### src/hdl/usk_pkg.sv
package usk_pkg;

	localparam int DEPTH_DEF    = 16;
	localparam int HANDLE_BITS  = 16;
	localparam int CONTEXT_BITS = 32;
	localparam int DEPTH_W      = 5;

	localparam logic [1:0] CMD_PUSH     = 2'd0;
	localparam logic [1:0] CMD_ROLLBACK = 2'd1;
	localparam logic [1:0] CMD_COMMIT   = 2'd2;
	localparam logic [1:0] CMD_DISPOSE  = 2'd3;

	localparam logic [1:0] ST_OK      = 2'd0;
	localparam logic [1:0] ST_INVALID = 2'd1;
	localparam logic [1:0] ST_FULL    = 2'd2;
	localparam logic [1:0] ST_NOMATCH = 2'd3;

	typedef struct packed {
		logic [1:0]              command;
		logic [HANDLE_BITS-1:0]  handler_id;
		logic [CONTEXT_BITS-1:0] context_key;
	} cmd_t;

	typedef struct packed {
		logic                    invoke;
		logic [HANDLE_BITS-1:0]  run_handler;
		logic [CONTEXT_BITS-1:0] run_context;
		logic [1:0]              status;
		logic                    last;
		logic [DEPTH_W-1:0]      depth;
	} res_t;

	typedef enum logic [2:0] {
		S_IDLE,
		S_RB_WAIT,
		S_RB_EMIT,
		S_DS_WAIT,
		S_DS_CMP,
		S_SH_WAIT,
		S_SH_WR
	} state_t;

endpackage

### src/hdl/undo_stack_with_keyed_removal.sv
// Push, commit, and rollback/dispose on an empty stack: result in the next cycle.
// Rollback: per stored entry, a read then a result, top first; one result per entry.
// Dispose: per entry scanned from the top, a read and a compare; then, per entry moved
// down to close the gap, a read and a write. The waits come from the registered RAM read.
// busy is high until the last result is issued; results are one-cycle strobes on done.
// Reset (arst_n low) empties the stack; stored entries are not cleared.
module undo_stack_with_keyed_removal #(
	parameter int DEPTH = usk_pkg::DEPTH_DEF
) (
	input  logic          clk,
	input  logic          arst_n,
	input  logic          start,
	output logic          busy,
	input  usk_pkg::cmd_t cmd,
	output logic          done,
	output usk_pkg::res_t res
);

	localparam int AW = (DEPTH > 1) ? $clog2(DEPTH) : 1;
	localparam int CW = $clog2(DEPTH + 1);
	localparam int DW = usk_pkg::DEPTH_W;
	localparam int HB = usk_pkg::HANDLE_BITS;
	localparam int CB = usk_pkg::CONTEXT_BITS;

	usk_pkg::state_t state_q, state_d;

	logic [CW-1:0] count_q, count_d;
	logic [AW-1:0] idx_q, idx_d;
	logic [CB-1:0] key_q;
	logic [HB-1:0] found_hnd_q;
	logic [CB-1:0] found_ctx_q;

	logic [HB-1:0] hnd_mem [DEPTH];
	logic [CB-1:0] ctx_mem [DEPTH];
	logic [HB-1:0] rd_hnd_q;
	logic [CB-1:0] rd_ctx_q;

	logic          mem_we;
	logic [AW-1:0] mem_waddr;
	logic [HB-1:0] mem_whnd;
	logic [CB-1:0] mem_wctx;
	logic [AW-1:0] rd_addr;

	logic          emit;
	usk_pkg::res_t emit_res;
	logic          done_q;
	usk_pkg::res_t res_q;

	logic [CW-1:0] cnt_m1;
	logic [AW-1:0] top_idx;
	logic [CW-1:0] idx_ext;
	logic          empty;
	logic          full;
	logic          key_hit;
	logic          at_top;
	logic          shift_last;

	assign cnt_m1     = count_q - 1'b1;
	assign top_idx    = cnt_m1[AW-1:0];
	assign idx_ext    = CW'(idx_q);
	assign empty      = (count_q == '0);
	assign full       = (count_q == CW'(DEPTH));
	assign key_hit    = (rd_ctx_q == key_q);
	assign at_top     = (idx_ext == cnt_m1);
	assign shift_last = ((idx_ext + 1'b1) == cnt_m1);

	assign busy = (state_q != usk_pkg::S_IDLE);
	assign done = done_q;
	assign res  = res_q;

	// next state
	always_comb begin
		state_d = state_q;
		case (state_q)
			usk_pkg::S_IDLE: begin
				if (start) begin
					if (cmd.command == usk_pkg::CMD_ROLLBACK && !empty)
						state_d = usk_pkg::S_RB_WAIT;
					else if (cmd.command == usk_pkg::CMD_DISPOSE && !empty)
						state_d = usk_pkg::S_DS_WAIT;
				end
			end
			usk_pkg::S_RB_WAIT: state_d = usk_pkg::S_RB_EMIT;
			usk_pkg::S_RB_EMIT: begin
				state_d = (idx_q == '0) ? usk_pkg::S_IDLE : usk_pkg::S_RB_WAIT;
			end
			usk_pkg::S_DS_WAIT: state_d = usk_pkg::S_DS_CMP;
			usk_pkg::S_DS_CMP: begin
				if (key_hit)
					state_d = at_top ? usk_pkg::S_IDLE : usk_pkg::S_SH_WAIT;
				else
					state_d = (idx_q == '0) ? usk_pkg::S_IDLE : usk_pkg::S_DS_WAIT;
			end
			usk_pkg::S_SH_WAIT: state_d = usk_pkg::S_SH_WR;
			usk_pkg::S_SH_WR: begin
				state_d = shift_last ? usk_pkg::S_IDLE : usk_pkg::S_SH_WAIT;
			end
			default: state_d = usk_pkg::S_IDLE;
		endcase
	end

	// sequencer outputs
	always_comb begin
		mem_we    = 1'b0;
		mem_waddr = idx_q;
		mem_whnd  = rd_hnd_q;
		mem_wctx  = rd_ctx_q;
		rd_addr   = idx_q;
		emit      = 1'b0;
		emit_res  = '0;
		emit_res.last  = 1'b1;
		emit_res.depth = DW'(count_q);
		count_d   = count_q;
		idx_d     = idx_q;
		case (state_q)
			usk_pkg::S_IDLE: begin
				idx_d = top_idx;
				if (start) begin
					emit = 1'b1;
					case (cmd.command)
						usk_pkg::CMD_PUSH: begin
							if (cmd.handler_id == '0) begin
								emit_res.status = usk_pkg::ST_INVALID;
							end else if (full) begin
								emit_res.status = usk_pkg::ST_FULL;
							end else begin
								mem_we    = 1'b1;
								mem_waddr = count_q[AW-1:0];
								mem_whnd  = cmd.handler_id;
								mem_wctx  = cmd.context_key;
								count_d   = count_q + 1'b1;
								emit_res.depth = DW'(count_q + 1'b1);
							end
						end
						usk_pkg::CMD_ROLLBACK: begin
							emit = empty;
						end
						usk_pkg::CMD_COMMIT: begin
							count_d = '0;
							emit_res.depth = '0;
						end
						usk_pkg::CMD_DISPOSE: begin
							emit = empty;
							emit_res.status = usk_pkg::ST_NOMATCH;
						end
						default: emit = 1'b0;
					endcase
				end
			end
			usk_pkg::S_RB_EMIT: begin
				emit = 1'b1;
				emit_res.invoke      = (rd_hnd_q != '0);
				emit_res.run_handler = rd_hnd_q;
				emit_res.run_context = rd_ctx_q;
				emit_res.last        = (idx_q == '0);
				emit_res.depth       = DW'(cnt_m1);
				count_d = cnt_m1;
				idx_d   = idx_q - 1'b1;
			end
			usk_pkg::S_DS_CMP: begin
				if (key_hit) begin
					if (at_top) begin
						emit = 1'b1;
						emit_res.invoke      = (rd_hnd_q != '0);
						emit_res.run_handler = rd_hnd_q;
						emit_res.run_context = rd_ctx_q;
						emit_res.depth       = DW'(cnt_m1);
						count_d = cnt_m1;
					end
				end else begin
					idx_d = idx_q - 1'b1;
					if (idx_q == '0) begin
						emit = 1'b1;
						emit_res.status = usk_pkg::ST_NOMATCH;
					end
				end
			end
			usk_pkg::S_SH_WAIT: begin
				rd_addr = idx_q + 1'b1;
			end
			usk_pkg::S_SH_WR: begin
				// move entry idx+1 down into idx
				mem_we = 1'b1;
				idx_d  = idx_q + 1'b1;
				if (shift_last) begin
					emit = 1'b1;
					emit_res.invoke      = (found_hnd_q != '0);
					emit_res.run_handler = found_hnd_q;
					emit_res.run_context = found_ctx_q;
					emit_res.depth       = DW'(cnt_m1);
					count_d = cnt_m1;
				end
			end
			default: ;
		endcase
	end

	always_ff @(posedge clk or negedge arst_n) begin
		if (!arst_n) begin
			state_q <= usk_pkg::S_IDLE;
			count_q <= '0;
			done_q  <= 1'b0;
		end else begin
			state_q <= state_d;
			count_q <= count_d;
			done_q  <= emit;
		end
	end

	always_ff @(posedge clk) begin
		idx_q <= idx_d;
		if (emit)
			res_q <= emit_res;
		if (state_q == usk_pkg::S_IDLE && start)
			key_q <= cmd.context_key;
		if (state_q == usk_pkg::S_DS_CMP) begin
			found_hnd_q <= rd_hnd_q;
			found_ctx_q <= rd_ctx_q;
		end
	end

	// stack RAM, registered read
	always_ff @(posedge clk) begin
		if (mem_we) begin
			hnd_mem[mem_waddr] <= mem_whnd;
			ctx_mem[mem_waddr] <= mem_wctx;
		end
		rd_hnd_q <= hnd_mem[rd_addr];
		rd_ctx_q <= ctx_mem[rd_addr];
	end

endmodule

### config.mk
export PLATFORM = sky130hd
export DESIGN_NAME = undo_stack_with_keyed_removal
export DESIGN_NICKNAME = d
export VERILOG_FILES = /design/src/hdl/usk_pkg.sv /design/src/hdl/undo_stack_with_keyed_removal.sv
export SDC_FILE = /design/constraint.sdc
export NUM_CORES = 1
export LEC_CHECK = 0
export ABC_CLOCK_PERIOD_IN_PS = 5700
export BUFFER_PORTS_ARGS = -buffer_cell sky130_fd_sc_hd__buf_2
export CORE_UTILIZATION = 60
export DETAILED_ROUTE_END_ITERATION = 8
export PLACE_DENSITY = 0.77
export SYNTH_ARGS = -nofsm -noshare
export SYNTH_HDL_FRONTEND = slang
export SYNTH_SLANG_ARGS = --single-unit
### constraint.sdc
create_clock -name clk -period 5.7 [get_ports clk]
set_clock_uncertainty 0.05 [all_clocks]
set_input_delay 1.14 -clock clk [delete_from_list [all_inputs] [get_ports clk]]
set_output_delay 1.14 -clock clk [all_outputs]
set_load 0.005 [all_outputs]
==> results of run 1 <==
[stage by stage]
stage	cells	hold slack, ns	power, mW	util
3_3_place_gp	2606	0.440	17.1	0.638
3_5_place_dp	2606	0.432	17.3	0.638
4_1_cts	2783	0.270	23.6	0.690
2_1_floorplan	1757	0.403	15.0	-
6_report	2783	0.299	23.5	0.690
5_1_grt	2783	0.295	24.3	0.690
[worst min path at each step]
stage	start	endpoint	slack [ns]	cells after the start
6_report	arst_n	done	0.30	1
5_1_grt	arst_n	state_q[1]	0.30	1
4_1_cts	arst_n	done	0.27	1
3_5_place_dp	rd_hnd_q[6]	found_hnd_q[6]	0.43	0
3_3_place_gp	rd_hnd_q[15]	found_hnd_q[15]	0.44	0
2_1_floorplan	rd_hnd_q[2]	found_hnd_q[2]	0.40	0
[layout make-up]
type | count | share of cell area
clock buffer | 123 | 0.0624
inverter | 13 | 0.00116
clock inverter | 54 | 0.0127
timing repair buffer | 158 | 0.0241
tap | 782 | 0.0234
multi-input combinational | 687 | 0.196
sequential | 966 | 0.680
[cell usage after synthesis, drive strengths merged, types with 3 or more instances]
master and count:
buf 65, a31oi 5, nand2 159, nand3 9
dfrtp 9, nor3 16, inv 13, mux4 240
a21oi 19, edfxtp 909, nor3b 4, nor2b 8
ha 9, o221ai 3, xnor2 11, nor4 23
nand4 9, xor2 38, o22ai 4, o21ai 12
dfxtp 48, nor2 39, clkbuf 26, a22o 49
[kinds of logic (layout without fill, tap and decap cells)]
kind of cell    after synthesis  count (layout)  share of synthesized area
compound gates              111             111                     0.0226
xor+xnor                     49              49                     0.0122
fa+ha+maj                     9               9                    0.00304
buf+inv                     104             348                     0.0131
flops                       966             966                      0.769
mux                         241             241                      0.146
simple gates                277             277                     0.0334
[flip-flops by register name, indices dropped and copies added, names as in the netlist]
| name | cells |
|---|---|
| rd_hnd_q | 16 |
| res | 57 |
| done | 1 |
| ctx_mem | 512 |
| rd_ctx_q | 32 |
| found_ctx_q | 32 |
| hnd_mem | 256 |
| idx_q | 4 |
| found_hnd_q | 16 |
| count_q | 5 |
| key_q | 32 |
| state_q | 3 |
[per-layer routing]
metal / global-route usage / wire length (um) / share of wire
met1: 0.392 / 33100 / 0.37
met2: 0.479 / 45100 / 0.51
met3: 0.0470 / 7350 / 0.083
met4: 0.109 / 2880 / 0.033
met5: 0 / 0 / 0
[power by group through the flow]
stage | combinational, mW | sequential, mW | clock, mW
floorplan | 4.90 | 10.1 | 0
global placement | 6.76 | 10.3 | 0
detailed placement | 6.95 | 10.4 | 0
CTS | 7.06 | 10.2 | 6.33
global route | 7.41 | 10.3 | 6.58
finish | 6.98 | 10.3 | 6.27
[critical path: cells and delay by family, from the launching register on]
| family | cells | cell delay [ns] |
|---|---|---|
| and+or+nand+nor | 6 | 2.87 |
| DFF | 1 | 0.63 |
| buffers and inverters | 1 | 0.40 |
| AOI/OAI and AO/OA | 1 | 0.21 |
==> results.md, run 1 <==
- The diode insertion count for antenna repair is 0.
- The share of Yosys cell area claimed by the top area cell type is 0.737.
- Setup violations remaining at the end of the flow were counted as 0.
- The worst-path maximum fanout is 30.
- The peak ir drop on the vdd network is 594 uV.
- The H-tree generated during clock tree synthesis spans 3 levels.
- In the routed layout, each cell is associated on average with a via count of 6.66.
- The switching power is 7.31 mW.
- The number of top-level pins is 112.
- The cell type of the slowest stage on the worst timing path is sky130_fd_sc_hd__nor2_4.
- The number of distinct standard cells referenced by the synthesized netlist is 53.
- After detailed routing, the average wire length per cell comes to 31.8 um.
- The number of nets in the synthesized netlist is 1819.
- The number of max-cap violations is 0.
- The die is 250 um wide.
- The number of gates resized after cts is 0.
- The number of warnings reported in the yosys synthesis log is 0.
- The via count of the first global-routing pass is 19.2k.
- The switching portion of total power is 0.311.
- The count of nets left with antenna violations once routing finished came out at 0.
- The tightest min-delay check is of the input port to async pin type.
- The die is 250 um tall.
- The worst slew margin relative to its limit is 0.228.
- The number of buffers added on ports is 111.
- The proportion of synthesized chip area in sequential cells is 0.769.
- TritonCTS built the clock tree.
- The initial standard-cell utilization of the core is 0.610.
- The detailed-route via count is 18.5k.
- The aggregate global routing overflow is 0.
- The startpoint of the worst setup timing path is state_q[0].
- The startpoint of the worst-slack reg-to-reg timing path is state_q[0].
- The worst register-to-register path has a setup slack of 1.19 ns.
- Across the whole layout, storage elements account for 28500 um^2.
- The leakage power of the design is 13.8 nW.
- The async set or reset register ratio after synthesis is 0.00932.
- The clock sink total is 966.
- The detailed router's first-iteration violation count is 2378.
- The number of antenna violations at the first check in global routing is 0.
- Of the total power, the clock network draws 0.267.
- The number of hold buffers added after CTS is 0.
- The estimated wirelength of the detail-placed design is 49300 um.
- The flip-flop and latch count after synthesis is 966.
- The area of all placed cells without fillers is 41900 um^2.
- The number of iterations in the first detailed-routing pass is 5.
- After detailed routing, the total wire length is 88400 um.
- The flow ran to the end, and the final reports show no timing, DRC or antenna violations.
- The number of flops mapped to enable cells by yosys is 909.
- The aggregate global-route resource usage is 0.289.
- The share of power burned in registers is 0.436.
- Once placement finished, the instance area stood at 38700 um^2.
- The summed negative setup slack over all endpoints is 0 ns.
- In the layout the commonest cells are sky130_fd_sc_hd__edfxtp_1 (909), sky130_fd_sc_hd__mux4_2 (240), sky130_fd_sc_hd__nand2_1 (157).
- Summed over all instances, the cell type with the most area after synthesis is sky130_fd_sc_hd__edfxtp_1.
- Once routing completed, OpenROAD measured the worst setup slack at 1.19 ns.
- The post-route fraction of the period consumed by the critical path is 0.792.
- The die covers 62700 um^2.
- The number of slew-limit violations in the final report came to 0.
- The signal on the critical path passes through nor3_1 > nand3_1 > nor2_1 > nand2_2 > nor3_1 > a31oi_1 > nor2_4 > buf_4.
- The depth of the most critical reg-to-reg path is 8.
- The synthesized instance count is 1757.
- The endpoint of the lowest-slack register-to-register path is ctx_mem[4][27].
- The element type at the critical path end is a flop.
- The number of buffers created by CTS is 94.
- Summing all multi-input logic gate instances after layout gives 8230 um^2.
- The clock reaches the later pin of the worst-skew pair after 0.65 ns.
- The synthesized area is 37000 um^2.
- In this run the power density over the cells is 561 nW/um^2.
- At the placement stage, the worst setup path has a slack of 0.782 ns.
- STA puts the critical path data arrival time at 4.80 ns.
- The congestion estimate from routability-driven global placement came to 0.871.
- Setup repair after global routing left no endpoint under its margin.
- The total count of hold-check failures in the final report was 0.
- The internal portion of the total power is 16.2 mW.
- The first global-routing pass estimated 129000 um of wire.
- The shortest period the worst path allows is 4.51 ns.
- On the worst path, the slowest cell contributes a delay of 0.94 ns.
- The area of the core is 60700 um^2.
- The commonest non-fill, non-tap cell in the layout is sky130_fd_sc_hd__edfxtp_1.
- The required time of the critical path is 5.98 ns.
- The worst setup path is launched from a flop.
- The most used flip-flop cell after synthesis is sky130_fd_sc_hd__edfxtp_1.
- In the post-synthesis netlist, the biggest area contributors are sky130_fd_sc_hd__edfxtp_1 (74%), sky130_fd_sc_hd__mux4_2 (15%), sky130_fd_sc_hd__dfxtp_1 (2.6%).
- The count of unresolved DRC violations after routing is 0.
- The slew at the pin with the worst max-slew slack is 1.16 ns.
- The tree is rooted in a sky130_fd_sc_hd__clkbuf_16.
- The share of total power dissipated in combinational logic is 0.297.
- The number of setup buffers added after CTS is 0.
- The critical path's most frequent cell is sky130_fd_sc_hd__nor3_1.
- Following the worst setup path forward leads to its endpoint at ctx_mem[4][27].
- The top achievable clock speed is 222 MHz.
- The deepest clock path buffer count is 3.
- The type of the setup path with the least slack is flop to flop.
- The area growth from synthesis to layout is 13.2%.
- The row count is 90.
- Each instance of the synthesized netlist takes up on average 21.1 um^2.
- After the last flow step, the layout net total stands at 1982.
- Clock-pin slew was measured on the worst setup and hold paths at 0.06 ns.
- Entering global routing, the biggest net connects 161 pins.
- The number of inserted filler cells in the final layout is 3456.
- The share of post-route cells with drive strength above 1 is 0.288.
Power figures use the tool's default switching activity.
==> run 2, diff against run 1 <==
--- a/config.mk
+++ b/config.mk
@@ -5,7 +5,7 @@
 export SDC_FILE = /design/constraint.sdc
 export NUM_CORES = 1
 export LEC_CHECK = 0
-export ABC_CLOCK_PERIOD_IN_PS = 5700
+export ABC_CLOCK_PERIOD_IN_PS = 4600
 export BUFFER_PORTS_ARGS = -buffer_cell sky130_fd_sc_hd__buf_2
 export CORE_UTILIZATION = 60
 export DETAILED_ROUTE_END_ITERATION = 8
==> constraint.sdc (replaced) <==
create_clock -name clk -period 4.6 [get_ports clk]
set_clock_uncertainty 0.05 [all_clocks]
set_input_delay 0.92 -clock clk [delete_from_list [all_inputs] [get_ports clk]]
set_output_delay 0.92 -clock clk [all_outputs]
set_load 0.005 [all_outputs]
==> results.md, run 2 (synthesized netlist as in run 1, its figures left out) <==
- The flow ran to the end, and the final reports show no timing, DRC or antenna violations.
- The total area inside the core boundary comes to 60700 um^2.
- The via count of the first global-routing pass is 19.4k.
- TritonCTS built the clock tree.
- The tightest min-delay check is of the input port to async pin type.
- The first-pass GRT wire length is 128000 um.
- The final critical-path setup slack is 0.706 ns.
- Post-CTS timing repair inserted 0 buffers for setup.
- In the final layout, the multi-input gates occupy 8240 um^2.
- The floorplan step defined a die boundary enclosing 62700 um^2.
- The aggregate global-route resource usage is 0.285.
- The internal portion of the total power is 20.2 mW.
- In the finished design, the share of the clock period the worst path needs comes to 0.847.
- The deepest clock path buffer count is 3.
- Hold timing on the final database bottoms out at a slack of 0.0893 ns.
- The top cell types in the final layout, fill and taps aside, are sky130_fd_sc_hd__edfxtp_1 (909), sky130_fd_sc_hd__mux4_2 (240), sky130_fd_sc_hd__nand2_1 (157).
- After detailed routing, the number of vias per cell comes to 6.66.
- The number of hold buffers added after CTS is 0.
- Of all nets on the critical path, the largest fanout is 48.
- Summed over all cells, the static leakage comes to 13.8 nW.
- In the final layout, the share of cells above drive strength 1 is 0.292.
- Timing analysis after detailed placement gives a worst setup slack of 0.344 ns.
- The routed wire length is 86800 um.
- The share of total power in the clock network is 0.267.
- The type of the setup path with the least slack is flop to flop.
- The tree is rooted in a sky130_fd_sc_hd__clkbuf_16.
- After detailed routing, the number of remaining DRC violations is 0.
- Of the total power, registers draw 0.435.
- Clock-pin slew was measured on the worst setup and hold paths at 0.06 ns.
- The number of antenna violations at the first check in global routing is 2.
- After global routing the overflow that remains totals 0.
- Summing all placed instances gives a cell area of 39000 um^2.
- At the end of the flow, the number of nets in the layout was 1985.
- At the end of routability-driven placement, the weighted congestion stood at 0.942.
- The startpoint kind of the worst setup timing path is a flop.
- The number of setup violations in the final report is 0.
- The tool flagged a number of max-cap violations equal to 0.
- Leaving out fill and tap cells, the most frequent cell in the layout is sky130_fd_sc_hd__edfxtp_1.
- The total power is 28.9 mW.
- The switching portion of total power is 0.302.
- Gates resized during post-CTS repair numbered 0.
- The slew at the pin with the worst max-slew slack is 1.03 ns.
- Counting the fill cells in the layout gives 3455.
- The number of buffers created by CTS is 91.
- The number of H-tree branching levels is 3.
- The HPWL after detailed placement is 45100 um.
- Data on the critical path arrives at its endpoint at 4.17 ns.
- In this run the tightest slew margin relative to its limit is 0.315.
- The layout overhead on the synthesized area is 13.6%.
- The summed negative setup slack over all endpoints is 0 ns.
- The number of top-level pins is 112.
- Entering global routing, the biggest net connects 97 pins.
- The total power per unit cell area is 687 nW/um^2.
- The required time of the critical path is 4.87 ns.
- For this configuration, the core starts out at a cell density of 0.610.
- STA classifies the critical path endpoint as a flop.
- Across the VDD grid, the largest voltage drop is 539 uV.
- The number of iterations in the first detailed-routing pass is 5.
- The analysis attributes to net switching a power of 8.72 mW.
- Dividing the detail-routed wire length by the instance count gives 31.2 um.
- The horizontal die dimension is 250 um.
- The total count of hold-check failures in the final report is 0.
- The setup check on the worst reg-to-reg path leaves a slack of 0.71 ns.
- The total area of sequential cells is 28500 um^2.
- Once placement completed, the tool counted placed cells totaling 2612.
- The register with the most flip-flops is ctx_mem.
- The number of nets still failing antenna checks after routing is 0.
- The number of slew-limit violations in the final report was 0.
- The detailed router's first-iteration violation count is 2409.
- Of the total power, combinational logic draws 0.298.
- Setup repair after global routing left no endpoint under its margin.
- For this run, the number of standard cells in the final layout without fillers is 2781.
- Static timing analysis puts the maximum clock frequency at 257 MHz.
- The row count is 90.
- The clock reaches the later pin of the worst-skew pair after 0.64 ns.
- The tree built by TritonCTS fans out to 966 sinks.
- The area of all placed cells without fillers is 42100 um^2.
- The register with the most flip-flops in the layout has 512 of them.
- The number of antenna diodes in the final layout is 0.
- The routed layout has 18.5k vias.
- The die is 250 um tall.
- Port buffering added 111 buffers.
- The shortest period the worst path allows is 3.89 ns.
- The final core utilization is 0.693.
-- run 2: changes by cell type in the layout (fill, tap and decap cells not counted), moves of 2 or more --
cell / before / now
sky130_fd_sc_hd__buf_4: 39 / 30
sky130_fd_sc_hd__clkinv_1: 19 / 9
sky130_fd_sc_hd__clkbuf_8: 11 / 9
sky130_fd_sc_hd__ha_1: 9 / 7
sky130_fd_sc_hd__clkbuf_16: 96 / 93
sky130_fd_sc_hd__buf_12: 8 / 23
sky130_fd_sc_hd__inv_6: 2 / 6
sky130_fd_sc_hd__clkbuf_1: 16 / 20
sky130_fd_sc_hd__bufinv_16: 8 / 11
sky130_fd_sc_hd__ha_2: 0 / 2
-- run 2: routing by layer --
layer	share of wire	global-route usage	routed length, um	vias to the layer above
met5	0.000092	0	8	-
met4	0.034	0.109	2970	2
met3	0.089	0.0452	7710	212
met2	0.51	0.471	43800	1182
met1	0.37	0.388	32200	9567
li1	-	-	-	7567
-- run 2: layout make-up --
type	count	share of cell area
Sequential cell	966	0.677
Timing Repair Buffer	164	0.0295
Clock buffer	122	0.0600
Tap cell	782	0.0233
Multi-Input combinational cell	687	0.196
Inverter	13	0.00116
Clock inverter	47	0.0132
-- run 2: power by group through the flow --
stage | logic (mW) | clock network, mW | registers (mW)
CTS | 8.66 | 7.80 | 12.6
finish | 8.60 | 7.72 | 12.6
global route | 9.17 | 8.13 | 12.6
global placement | 8.30 | 0 | 12.7
floorplan | 6.08 | 0 | 12.5
detailed placement | 8.54 | 0 | 12.7
-- run 2: worst paths after layout --
kind / from / end / cells after the start
max: count_q[0] / ctx_mem[6][17] / 10
min: arst_n / state_q[0] / 1
max reg2reg: count_q[0] / ctx_mem[6][17] / 10
min reg2reg: rd_ctx_q[27] / found_ctx_q[27] / 0
max in group asynchronous: arst_n / count_q[1] / 1
min in group clk: cmd[4] / key_q[4] / 1
-- run 2: worst max-delay path: stages, from the launching register on --
cell,delay (ns)
sky130_fd_sc_hd__dfrtp_1,0.60
sky130_fd_sc_hd__inv_1,0.18
sky130_fd_sc_hd__ha_1,0.26
sky130_fd_sc_hd__nand3_1,0.17
sky130_fd_sc_hd__inv_1,0.11
sky130_fd_sc_hd__nor3_2,0.42
sky130_fd_sc_hd__buf_4,0.58
sky130_fd_sc_hd__nor3_1,0.10
sky130_fd_sc_hd__a31oi_1,0.73
sky130_fd_sc_hd__nor2_4,0.06
sky130_fd_sc_hd__buf_12,0.26
